$ cat config.mk
export PLATFORM = sky130hd
export DESIGN_NAME = rpn_stack_calculator_flat
export DESIGN_NICKNAME = d
export VERILOG_FILES = /design/src/rtl/rsc_pkg.sv /design/src/rtl/rsc_in_if.sv /design/src/rtl/rsc_out_if.sv /design/src/rtl/rsc_ram.sv /design/src/rtl/rsc_alu.sv /design/src/rtl/rpn_stack_calculator.sv /design/src/flat_wrapper.sv
export SDC_FILE = /design/constraint.sdc
export NUM_CORES = 2
export LEC_CHECK = 0
export BUFFER_PORTS_ARGS = -buffer_cell sky130_fd_sc_hd__buf_2
export CAP_MARGIN = 20
export CELL_PAD_IN_SITES_DETAIL_PLACEMENT = 1
export CELL_PAD_IN_SITES_GLOBAL_PLACEMENT = 1
export CORE_AREA = 4 4 392 394
export CTS_BUF_LIST = sky130_fd_sc_hd__clkbuf_8
export CTS_CLUSTER_SIZE = 30
export DETAILED_ROUTE_END_ITERATION = 12
export DIE_AREA = 0 0 396 398
export GPL_TIMING_DRIVEN = 0
export PLACE_DENSITY = 0.82
export SYNTH_ARGS = -nofsm -noshare
export SYNTH_HDL_FRONTEND = slang
export SYNTH_SLANG_ARGS = --single-unit
$ cat constraint.sdc
create_clock -name clk -period 11.4 [get_ports clk]
set_input_delay 1.14 -clock clk [delete_from_list [all_inputs] [get_ports clk]]
set_output_delay 1.14 -clock clk [all_outputs]
set_load 0.01 [all_outputs]
$ cat src/rtl/rsc_pkg.sv
`timescale 1ns / 1ps

package rsc_pkg;

	localparam int unsigned DATA_W   = 32;
	localparam int unsigned COUNT_W  = 5;

	typedef logic [2:0] cmd_t;
	typedef logic [2:0] status_t;
	typedef logic [1:0] alu_op_t;

	localparam cmd_t CMD_PUSH  = 3'd0;
	localparam cmd_t CMD_ADD   = 3'd1;
	localparam cmd_t CMD_SUB   = 3'd2;
	localparam cmd_t CMD_MUL   = 3'd3;
	localparam cmd_t CMD_DIV   = 3'd4;
	localparam cmd_t CMD_PEEK  = 3'd5;
	localparam cmd_t CMD_CLEAR = 3'd6;
	localparam cmd_t CMD_QUIT  = 3'd7;

	localparam status_t ST_OK        = 3'd0;
	localparam status_t ST_EMPTY     = 3'd1;
	localparam status_t ST_UNDERFLOW = 3'd2;
	localparam status_t ST_OVERFLOW  = 3'd3;
	localparam status_t ST_DIVZERO   = 3'd4;
	localparam status_t ST_SATURATED = 3'd5;
	localparam status_t ST_HALTED    = 3'd6;

	localparam alu_op_t OP_ADD = 2'd0;
	localparam alu_op_t OP_SUB = 2'd1;
	localparam alu_op_t OP_MUL = 2'd2;
	localparam alu_op_t OP_DIV = 2'd3;

	typedef struct packed {
		logic    start;
		alu_op_t op;
	} alu_req_t;

	typedef struct packed {
		logic done;
		logic sat;
	} alu_rsp_t;

endpackage

$ cat src/rtl/rsc_in_if.sv
`timescale 1ns / 1ps

interface rsc_in_if;
	logic                valid;
	logic                ready;
	rsc_pkg::cmd_t       cmd;
	logic signed [31:0]  operand;

	modport source (output valid, output cmd, output operand, input ready);
	modport sink   (input valid, input cmd, input operand, output ready);
endinterface

$ cat src/rtl/rsc_out_if.sv
`timescale 1ns / 1ps

interface rsc_out_if;
	logic                valid;
	logic                ready;
	rsc_pkg::status_t    status;
	logic signed [31:0]  top_value;
	logic                top_valid;
	logic [4:0]          stack_count;

	modport source (output valid, output status, output top_value, output top_valid,
		output stack_count, input ready);
	modport sink   (input valid, input status, input top_value, input top_valid,
		input stack_count, output ready);
endinterface

$ cat src/rtl/rsc_ram.sv
`timescale 1ns / 1ps

module rsc_ram #(
	parameter int unsigned WIDTH = 32,
	parameter int unsigned DEPTH = 16
) (
	input  logic                     clk,
	input  logic                     wr_en,
	input  logic [$clog2(DEPTH)-1:0] wr_addr,
	input  logic [WIDTH-1:0]         wr_data,
	input  logic                     rd_en,
	input  logic [$clog2(DEPTH)-1:0] rd_addr,
	output logic [WIDTH-1:0]         rd_data
);

	logic [WIDTH-1:0] mem_q [DEPTH];
	logic [WIDTH-1:0] rd_data_q;

	always_ff @(posedge clk) begin
		if (wr_en) begin
			mem_q[wr_addr] <= wr_data;
		end
		if (rd_en) begin
			rd_data_q <= mem_q[rd_addr];
		end
	end

	assign rd_data = rd_data_q;

endmodule

$ cat src/rtl/rsc_alu.sv
`timescale 1ns / 1ps

module rsc_alu (
	input  logic               clk,
	input  logic               arst_n,
	input  rsc_pkg::alu_req_t  req,
	input  logic signed [31:0] x,
	input  logic signed [31:0] y,
	output rsc_pkg::alu_rsp_t  rsp,
	output logic signed [31:0] result
);
	import rsc_pkg::*;

	localparam logic [2:0] A_IDLE = 3'd0;
	localparam logic [2:0] A_MRND = 3'd1;
	localparam logic [2:0] A_DIV  = 3'd2;
	localparam logic [2:0] A_DRND = 3'd3;
	localparam logic [2:0] A_DNEG = 3'd4;
	localparam logic [2:0] A_CLIP = 3'd5;

	localparam int unsigned NUM_W = 48;
	localparam logic [5:0]  DIV_STEPS = 6'd48;

	logic [2:0]         state_q;
	logic signed [63:0] acc_q;
	logic [NUM_W-1:0]   num_q;
	logic [31:0]        rem_q;
	logic [31:0]        den_q;
	logic               neg_q;
	logic [5:0]         cnt_q;
	logic signed [31:0] result_q;
	logic               sat_q;
	logic               done_q;

	logic signed [63:0] prod;
	logic [31:0]        abs_x;
	logic [31:0]        abs_y;
	logic [32:0]        trial;
	logic [33:0]        diff;
	logic               ge;
	logic [31:0]        rem_next;
	logic               round_up;
	logic [NUM_W:0]     q_rnd;
	logic               over;
	logic               under;

	assign prod  = y * x;
	assign abs_x = x[31] ? 32'(-x) : 32'(x);
	assign abs_y = y[31] ? 32'(-y) : 32'(y);

	// restoring divide, one quotient bit per cycle
	assign trial    = {rem_q, num_q[NUM_W-1]};
	assign diff     = {1'b0, trial} - {2'b00, den_q};
	assign ge       = ~diff[33];
	assign rem_next = ge ? diff[31:0] : trial[31:0];

	// round half away from zero on the magnitude
	assign round_up = {rem_q, 1'b0} >= {1'b0, den_q};
	assign q_rnd    = {1'b0, num_q} + {{NUM_W{1'b0}}, round_up};

	assign over  = ~acc_q[63] & (|acc_q[62:31]);
	assign under = acc_q[63] & ~(&acc_q[62:31]);

	always_ff @(posedge clk or negedge arst_n) begin
		if (!arst_n) begin
			state_q <= A_IDLE;
			done_q  <= 1'b0;
			cnt_q   <= '0;
		end else begin
			done_q <= 1'b0;
			case (state_q)
				A_IDLE: begin
					if (req.start) begin
						case (req.op)
							OP_ADD: begin
								acc_q   <= {{32{y[31]}}, y} + {{32{x[31]}}, x};
								state_q <= A_CLIP;
							end
							OP_SUB: begin
								acc_q   <= {{32{y[31]}}, y} - {{32{x[31]}}, x};
								state_q <= A_CLIP;
							end
							OP_MUL: begin
								acc_q   <= prod;
								state_q <= A_MRND;
							end
							default: begin
								num_q   <= {abs_y, 16'h0000};
								den_q   <= abs_x;
								rem_q   <= '0;
								neg_q   <= x[31] ^ y[31];
								cnt_q   <= DIV_STEPS;
								state_q <= A_DIV;
							end
						endcase
					end
				end
				A_MRND: begin
					acc_q   <= (acc_q + 64'sd32768) >>> 16;
					state_q <= A_CLIP;
				end
				A_DIV: begin
					num_q <= {num_q[NUM_W-2:0], ge};
					rem_q <= rem_next;
					cnt_q <= cnt_q - 6'd1;
					if (cnt_q == 6'd1) begin
						state_q <= A_DRND;
					end
				end
				A_DRND: begin
					acc_q   <= {{(64-NUM_W-1){1'b0}}, q_rnd};
					state_q <= A_DNEG;
				end
				A_DNEG: begin
					if (neg_q) begin
						acc_q <= -acc_q;
					end
					state_q <= A_CLIP;
				end
				A_CLIP: begin
					if (over) begin
						result_q <= 32'sh7fffffff;
					end else if (under) begin
						result_q <= 32'sh80000000;
					end else begin
						result_q <= acc_q[31:0];
					end
					sat_q   <= over | under;
					done_q  <= 1'b1;
					state_q <= A_IDLE;
				end
				default: begin
					state_q <= A_IDLE;
				end
			endcase
		end
	end

	assign rsp.done = done_q;
	assign rsp.sat  = sat_q;
	assign result   = result_q;

endmodule

$ cat src/rtl/rpn_stack_calculator.sv
`timescale 1ns / 1ps

// channel  | modport | payload
// ---------+---------+-------------------------------------------------
// in_ch    | sink    | cmd[2:0], operand[31:0] (Q16.16)
// out_ch   | source  | status[2:0], top_value[31:0], top_valid, stack_count[4:0]
//
// One transaction in, one transaction out; ready on in_ch only between commands.
// Push, peek, clear, quit and rejected commands: S_EXEC, then S_RESP registers the result.
// Arithmetic adds S_READ (stack RAM read) and S_ALU, where mul adds a rounding step and the divider
// retires one of 48 quotient bits per cycle. Next command accepted only after S_RESP registers.
// Reset clears count and halt flag; stack RAM contents are not cleared.
// A stalled out_ch holds the result and blocks the next command.

module rpn_stack_calculator #(
	parameter int unsigned STACK_DEPTH = 16
) (
	input  logic             clk,
	input  logic             arst_n,
	rsc_in_if.sink           in_ch,
	rsc_out_if.source        out_ch
);
	import rsc_pkg::*;

	localparam int unsigned CW = $clog2(STACK_DEPTH + 1);
	localparam int unsigned AW = $clog2(STACK_DEPTH);

	localparam logic [2:0] S_IDLE = 3'd0;
	localparam logic [2:0] S_EXEC = 3'd1;
	localparam logic [2:0] S_READ = 3'd2;
	localparam logic [2:0] S_ALU  = 3'd3;
	localparam logic [2:0] S_RESP = 3'd4;

	logic [2:0]         state_q;
	logic [CW-1:0]      count_q;
	logic               halted_q;
	cmd_t               cmd_q;
	logic signed [31:0] operand_q;
	logic signed [31:0] top_q;
	status_t            status_q;

	logic               out_valid_q;
	status_t            out_status_q;
	logic signed [31:0] out_top_q;
	logic               out_top_valid_q;
	logic [4:0]         out_count_q;

	logic               wr_en;
	logic [AW-1:0]      wr_addr;
	logic [31:0]        wr_data;
	logic               rd_en;
	logic [CW-1:0]      count_m2;
	logic [31:0]        rd_data;

	alu_req_t           alu_req;
	alu_rsp_t           alu_rsp;
	logic signed [31:0] alu_result;
	alu_op_t            alu_op;

	logic               is_arith;
	logic               can_load;
	logic [CW+4:0]      count_ext;

	assign count_m2 = count_q - CW'(2);
	assign is_arith = (cmd_q == CMD_ADD) || (cmd_q == CMD_SUB) ||
		(cmd_q == CMD_MUL) || (cmd_q == CMD_DIV);

	always_comb begin
		case (cmd_q)
			CMD_ADD: alu_op = OP_ADD;
			CMD_SUB: alu_op = OP_SUB;
			CMD_MUL: alu_op = OP_MUL;
			default: alu_op = OP_DIV;
		endcase
	end

	// stack RAM: push writes at count, arithmetic reads/writes second-from-top
	assign rd_en = (state_q == S_EXEC) && !halted_q && is_arith;

	always_comb begin
		wr_en   = 1'b0;
		wr_addr = count_q[AW-1:0];
		wr_data = operand_q;
		if (state_q == S_EXEC && !halted_q && cmd_q == CMD_PUSH &&
			count_q != CW'(STACK_DEPTH)) begin
			wr_en = 1'b1;
		end else if (state_q == S_ALU && alu_rsp.done) begin
			wr_en   = 1'b1;
			wr_addr = count_m2[AW-1:0];
			wr_data = alu_result;
		end
	end

	rsc_ram #(
		.WIDTH (32),
		.DEPTH (STACK_DEPTH)
	) u_stack (
		.clk     (clk),
		.wr_en   (wr_en),
		.wr_addr (wr_addr),
		.wr_data (wr_data),
		.rd_en   (rd_en),
		.rd_addr (count_m2[AW-1:0]),
		.rd_data (rd_data)
	);

	assign alu_req.start = (state_q == S_READ);
	assign alu_req.op    = alu_op;

	rsc_alu u_alu (
		.clk    (clk),
		.arst_n (arst_n),
		.req    (alu_req),
		.x      (top_q),
		.y      (rd_data),
		.rsp    (alu_rsp),
		.result (alu_result)
	);

	assign in_ch.ready = (state_q == S_IDLE);
	assign can_load    = !out_valid_q || out_ch.ready;
	assign count_ext   = {5'b00000, count_q};

	always_ff @(posedge clk or negedge arst_n) begin
		if (!arst_n) begin
			state_q     <= S_IDLE;
			count_q     <= '0;
			halted_q    <= 1'b0;
			out_valid_q <= 1'b0;
		end else begin
			if (out_valid_q && out_ch.ready) begin
				out_valid_q <= 1'b0;
			end
			case (state_q)
				S_IDLE: begin
					if (in_ch.valid) begin
						cmd_q     <= in_ch.cmd;
						operand_q <= in_ch.operand;
						state_q   <= S_EXEC;
					end
				end
				S_EXEC: begin
					status_q <= ST_OK;
					state_q  <= S_RESP;
					if (halted_q) begin
						status_q <= ST_HALTED;
					end else begin
						case (cmd_q)
							CMD_PUSH: begin
								if (count_q == CW'(STACK_DEPTH)) begin
									status_q <= ST_OVERFLOW;
								end else begin
									top_q   <= operand_q;
									count_q <= count_q + CW'(1);
								end
							end
							CMD_ADD, CMD_SUB, CMD_MUL, CMD_DIV: begin
								if (count_q < CW'(2)) begin
									status_q <= ST_UNDERFLOW;
								end else if (cmd_q == CMD_DIV && top_q == 32'sd0) begin
									status_q <= ST_DIVZERO;
								end else begin
									state_q <= S_READ;
								end
							end
							CMD_PEEK: begin
								if (count_q == '0) begin
									status_q <= ST_EMPTY;
								end
							end
							CMD_CLEAR: begin
								count_q <= '0;
							end
							default: begin
								halted_q <= 1'b1;
							end
						endcase
					end
				end
				S_READ: begin
					state_q <= S_ALU;
				end
				S_ALU: begin
					if (alu_rsp.done) begin
						top_q    <= alu_result;
						count_q  <= count_q - CW'(1);
						status_q <= alu_rsp.sat ? ST_SATURATED : ST_OK;
						state_q  <= S_RESP;
					end
				end
				S_RESP: begin
					if (can_load) begin
						out_valid_q     <= 1'b1;
						out_status_q    <= status_q;
						out_top_q       <= (count_q != '0) ? top_q : 32'sd0;
						out_top_valid_q <= (count_q != '0);
						out_count_q     <= count_ext[4:0];
						state_q         <= S_IDLE;
					end
				end
				default: begin
					state_q <= S_IDLE;
				end
			endcase
		end
	end

	assign out_ch.valid       = out_valid_q;
	assign out_ch.status      = out_status_q;
	assign out_ch.top_value   = out_top_q;
	assign out_ch.top_valid   = out_top_valid_q;
	assign out_ch.stack_count = out_count_q;

endmodule

$ cat src/flat_wrapper.sv
// flat-port wrapper written by rule: the top's interface ports become plain ports
module rpn_stack_calculator_flat import rsc_pkg::*;
#(
	parameter int unsigned STACK_DEPTH = 16
)
  (clk, arst_n, in_ch_valid, in_ch_cmd, in_ch_operand, in_ch_ready, out_ch_valid, out_ch_status, out_ch_top_value, out_ch_top_valid, out_ch_stack_count, out_ch_ready);
  rsc_in_if in_ch_i ();
  rsc_out_if out_ch_i ();
  input  logic clk;
  input  logic arst_n;
  input wire logic [$bits(in_ch_i.valid)-1:0] in_ch_valid;
  input wire logic [$bits(in_ch_i.cmd)-1:0] in_ch_cmd;
  input wire logic [$bits(in_ch_i.operand)-1:0] in_ch_operand;
  output wire logic [$bits(in_ch_i.ready)-1:0] in_ch_ready;
  output wire logic [$bits(out_ch_i.valid)-1:0] out_ch_valid;
  output wire logic [$bits(out_ch_i.status)-1:0] out_ch_status;
  output wire logic [$bits(out_ch_i.top_value)-1:0] out_ch_top_value;
  output wire logic [$bits(out_ch_i.top_valid)-1:0] out_ch_top_valid;
  output wire logic [$bits(out_ch_i.stack_count)-1:0] out_ch_stack_count;
  input wire logic [$bits(out_ch_i.ready)-1:0] out_ch_ready;
  assign in_ch_i.valid = in_ch_valid;
  assign in_ch_i.cmd = in_ch_cmd;
  assign in_ch_i.operand = in_ch_operand;
  assign in_ch_ready = in_ch_i.ready;
  assign out_ch_valid = out_ch_i.valid;
  assign out_ch_status = out_ch_i.status;
  assign out_ch_top_value = out_ch_i.top_value;
  assign out_ch_top_valid = out_ch_i.top_valid;
  assign out_ch_stack_count = out_ch_i.stack_count;
  assign out_ch_i.ready = out_ch_ready;
  rpn_stack_calculator #(.STACK_DEPTH(STACK_DEPTH)) u_core (.clk(clk), .arst_n(arst_n), .in_ch(in_ch_i), .out_ch(out_ch_i));
endmodule
Yosys cells after proc, flatten, opt, wreduce, memory -nomap -nowiden
Memory sizes are Yosys's and may differ from the RTL's. A register that Yosys moved wholly into a read port is not among the register bits. Index checks and enable logic that the tools add are counted. W data, S select, Z words.

Output and inout port bits: 43. Bits of input ports: 39. Bits in registers: 341. Memory bits (writable): 512. Memories: 1.

Equal/unequal tests: 33. Reductions and logical operators: 42. Bitwise gates (word level): 8. Add/sub/neg operators: 12. Order comparisons: 2. Multiplexer cells: 63. $mul: 1.

Memory list: u_core.u_stack.mem_q (words 16, width 32, rd ports 1, clocked after Yosys merged registers in 1, write ports 1, line rsc_ram.sv:16) `logic [WIDTH-1:0] mem_q [DEPTH];`.

Operators by type and width (count): $mux W32 (11); $pmux W64 S4 (1); $pmux W64 S3 (1); $mux W64 (2); $pmux W32 S2 (2); $mux W48 (2); $pmux W48 S2 (1); $add A64 B17 Y64 const B (1); $mul A32 B32 Y64 (1); $neg A32 Y32 (2); $neg A64 Y64 (1); $add A48 B1 Y49 (1); $mux W3 (14); $sub A33 B32 Y34 (1); $add A32 B32 Y33 (1); $ge A33 B32 Y1 (1); $sub A32 B32 Y33 (1); $logic_not A32 Y1 (1); $reduce_and A32 Y1 (1); $reduce_or A32 Y1 (1); $mux W31 (1); $pmux W5 S2 (2); $eq A3 B2 Y1 const B (6); $eq A3 B3 Y1 const B (6); other kinds (48) (99).

Longest topological paths before layout
Word-level depth: 7. Mapped depth: 30. Depth with buffers taken out: 27.

Cells and area by module
A second synthesis with hierarchy kept.

Cells, all modules: 7445. Area total of the unflattened synthesis: 81177.9 µm².

By module, submodules not included: rsc_alu (sequential area each 6556.3 µm², cells each 6187, times used 1, area each 55608.3 µm²); rsc_ram (sequential area each 16335.7 µm², cells each 838, times used 1, area each 20174.3 µm²); rpn_stack_calculator (sequential area each 3583.4 µm², cells each 420, times used 1, area each 5395.2 µm²).

Least setup slack after synthesis
Ideal clock, no wire load.

Path type: reg-to-reg. Start: register u_core.u_stack.rd_data_q[31], in the netlist u_core.u_stack.rd_data[31] (read register of u_core.u_stack.mem_q). End: register u_core.u_alu.acc_q[63], data pin. Data required time: 11145 ps. Library setup time: 255 ps. Stages on the path, launching flop included: 26. Clock period less this slack: 8284 ps. Data arrival time: 8029 ps. Setup slack: 3116 ps. Path through: edfxtp_1 > clkbuf_1 > clkbuf_1 > buf_1 > nand2_1 > fa_1 > fa_1 > fa_1 > inv_1 > fa_1 > fa_1 > fa_1 > inv_1 > fa_1 > inv_1 > fa_1 > ha_1 > and3_1 > nand4_1 > or3_1 > nor3_1 > o21ai_0 > a211oi_1 > o31a_1 > nor3_1 > o21ba_2.

Longest elaborated chain between the ends: 4. Elaborated cells on any way between the ends: 6.

RTL lines: start: declaration (line rsc_ram.sv:17) `logic [WIDTH-1:0] rd_data_q;`; $mul A32 B32 Y64 (tied with other cells) (line rsc_alu.sv:47) `assign prod = y * x;`; $pmux W64 S3 * (line rsc_alu.sv:74) `case (req.op)`; $mux W64 * (line rsc_alu.sv:73) `if (req.start) begin`; $pmux W64 S4 * (line rsc_alu.sv:71) `case (state_q)`; end signal: assignment (line rsc_alu.sv:76) `acc_q <= {{32{y[31]}}, y} + {{32{x[31]}}, x};`; end signal: assignment (line rsc_alu.sv:80) `acc_q <= {{32{y[31]}}, y} - {{32{x[31]}}, x};`; end signal: assignment (line rsc_alu.sv:84) `acc_q <= prod;`; end: declaration (line rsc_alu.sv:25) `logic signed [63:0] acc_q;`.

Mark *: on every way between the ends. The rest lies on a longest branch, timed or not. The select of a mux whose other input is x is not followed. A chain may end at the register's enable or synchronous reset.

Final worst setup path
Start: register u_core.top_q[6]. End: register u_core.u_alu.acc_q[63], data pin.

Longest elaborated chain between the ends: 4. Elaborated cells on any way between the ends: 6.

RTL lines: start: declaration (line rpn_stack_calculator.sv:39) `logic signed [31:0] top_q;`; start signal: assignment (line rpn_stack_calculator.sv:153) `top_q <= operand_q;`; start signal: assignment (line rpn_stack_calculator.sv:185) `top_q <= alu_result;`; $mul A32 B32 Y64 (tied with other cells) (line rsc_alu.sv:47); $pmux W64 S3 * (line rsc_alu.sv:74); $mux W64 * (line rsc_alu.sv:73); $pmux W64 S4 * (line rsc_alu.sv:71).

Marked as above.

==> metrics.cfg <==
[logic_synthesis]
syn-num-nets=8821
syn_inst=7402
syn-cell-area_um2=80700
ys_top_cells_by_area=edfxtp_1 32%, fa_1 27%, inv_1 5.1%, ha_1 4.6%, mux4_2 4.5%
yosys_warnings=0
syn_area_per_cell_um2=10.9
synth_cell_type_count=81
yosys.area.top_type=edfxtp_1
synth-seq-area-share_pct=32.8
synth_edf_count=865
synth-seq-cells=885
yosysTopAreaCellShare_pct=32.2
synthArstFlopShare_pct=2.26
yosys_most_used_dff=edfxtp_1

[placement]
pre_cts_ws_ns=-0.317
dp.cells=9553
dp_hpwl_um=264000
place_congestion=1.05
io_buffers=81

[critical_path]
slowest_stage=fa_2
cp-start-kind=register
critPathBufInv=10
worstPathRequired_ns=12.03
worst-path-max-fanout=10
slowest_delay_ns=0.86
path_delay_family=adder cells
end_kind=register
critPathKind=reg -> reg
cp.arrival_ns=11.79

[cts]
cts_max_path_buffers=3
cts-root-buf=clkbuf_8
clkLatencyLatePin_ns=0.93
htree_levels=4
cts_made_buffers=150
cts.sinks=885
cts-hold-fix-buffers=0
cts.clk_slew.worst_paths_ns=0.07
cts_tree=done

[routing]
routed-wl-met3_um=38800
drc=0
dr.pass1.iters=7
dr_total_vias=64080
drt-met1-wl_um=120000
vias_per_cell=6.50
wl_met2_um=154000
ant_nets=0
wl_per_cell_um=35.1
drt-total-wl_um=346000
routed.top_layer=met5
initialDrtViolationCount=8085

[sta]
setup_viol=0
finalClockSkew_ns=0.0893
fin_crit_sh_pct=97.9
worst_slack_ns=0.236
finalHoldViolCount=0
drv_slew=0
maxSlewHeadroom_pct=10.4
grt_setup_unrepaired=false
worst_pin_slew_ns=1.34
fin_crit_ns=11.16
fmax_mhz=89.6

[floorplan]
dieArea_um2=158000
die_w_um=396
core_um2=150000
start_util_pct=53.9
num_rows=142
ios=82
dieHeight_um=398

[global_route]
grt_usage_pct=43.8
grt_pass1_vias=68395
grt_overflow=0
grt_max_degree=47
grt_antenna_before_repair=33
grt_pass1_wl_um=490000

[final_layout]
final_layout_size_suffix_gt1_share_pct=7.42
instances_no_fill=9857
multiInputGateArea_um2=48700
area_growth_pct=9.08
seqCellArea_um2=26500
final_cell_mix=1119 x inv_1, 1083 x fa_1, 910 x nand2_1, 865 x edfxtp_1, 482 x and2_1
nFillCells=15903
layout.nets=9131
layout_commonest_cell=inv_1

[outcome]
outcome=completed

[run]
maxCapViolCount=0

[min_path]
min_path_type=in -> async

## metal layers
| layer | vias up | GRT usage [%] |
|---|---|---|
| met2 | 4731 | 67.1 |
| li1 | 25011 | - |
| met5 | - | 0 |
| met3 | 1339 | 11.5 |
| met1 | 32977 | 53.5 |
| met4 | 22 | 33.6 |
## final timing paths
check / start / to / slack, ns / cells past startpoint
worst max register to register: u_core.top_q[6] / u_core.u_alu.acc_q[63] / 0.24 / 29
max in group asynchronous: arst_n / u_core.u_alu.cnt_q[4] / 10.72 / 1
min in group clk: in_ch_operand[1] / u_core.operand_q[1] / 0.39 / 1
worst min-delay path: arst_n / u_core.count_q[1] / 0.22 / 1
worst min register to register: u_core.status_q[2] / u_core.out_ch.status[2] / 0.42 / 0
worst max-delay path: u_core.top_q[6] / u_core.u_alu.acc_q[63] / 0.24 / 29
## timing repair
action,4_1_cts,5_1_grt
buffers inserted,0,1
resized for setup,3,0
endpoints found under the setup margin,5,3
pin swaps,0,0
## metrics by stage
stage | utilization [%] | hold slack [ns] | instance area, um2 | TNS, ns
2_1_floorplan | - | 0.400 | 80700 | 0
3_3_place_gp | 55.8 | 0.418 | 83600 | -10.56
3_5_place_dp | 56.5 | 0.409 | 84700 | -1.06
4_1_cts | 58.5 | 0.166 | 87600 | 0
5_1_grt | 58.8 | 0.239 | 88000 | 0
6_report | 58.8 | 0.219 | 88000 | 0
## state kept, by name, indices dropped and copies added (netlist names), 3 cells and up
signal,count
u_core.u_alu.cnt_q,6
u_core.operand_q,32
u_core.u_stack.rd_data,32
u_core.u_alu.rem_q,32
u_core.u_alu.den_q,32
u_core.state_q,3
u_core.out_ch.top_value,32
u_core.u_alu.acc_q,64
u_core.top_q,32
u_core.status_q,3
u_core.u_alu.num_q,48
u_core.u_alu.state_q,3
u_core.out_ch.stack_count,5
u_core.count_q,5
u_core.out_ch.status,3
u_core.u_stack.mem_q,512
u_core.cmd_q,3
u_core.u_alu.result,32
## cells by family after synthesis
kind of cell	after synthesis	synth area share (%)
fa+ha+maj	1380	31.5
xor+xnor	325	3.53
buf+inv	1526	7.11
mux	180	4.72
flops	885	32.8
compound gates	889	7.12
simple gates	2217	13.2
## final cells by class
type,instances,area share (%)
clock buffers,154,2.41
well taps,2016,2.87
clock inverters,114,0.958
multi-input cells,4991,55.3
plain buffers,436,1.88
flip-flops and latches,885,30.1
diodes,13,0.0370
repair buffers,159,1.84
inverters,1089,4.65
## synth_stat cells (all sizes together) (9+ instances only)
cell / count
a31oi: 30
nor4: 37
o22ai: 26
mux4: 160
o41ai: 17
or4: 31
xor2: 127
nand2b: 38
and3: 48
dfrtp: 20
o21ai: 180
a221oi: 18
and4: 18
clkbuf: 402
o21bai: 32
xnor2: 198
inv: 1086
edfxtp: 865
o211ai: 18
a22oi: 11
nor2: 355
a211oi: 25
a21boi: 10
o221ai: 13
or3: 36
nand4: 43
fa: 1085
nand3: 87
a21o: 96
o31ai: 43
and2: 484
o21a: 34
nand2: 910
a21oi: 252
nor4b: 9
mux2i: 19
buf: 35
or2: 17
nor2b: 16
nor3: 70
ha: 295
Power is not shown: default switching activity piles up to over one toggle a cycle in this logic, so the estimate is an artifact.
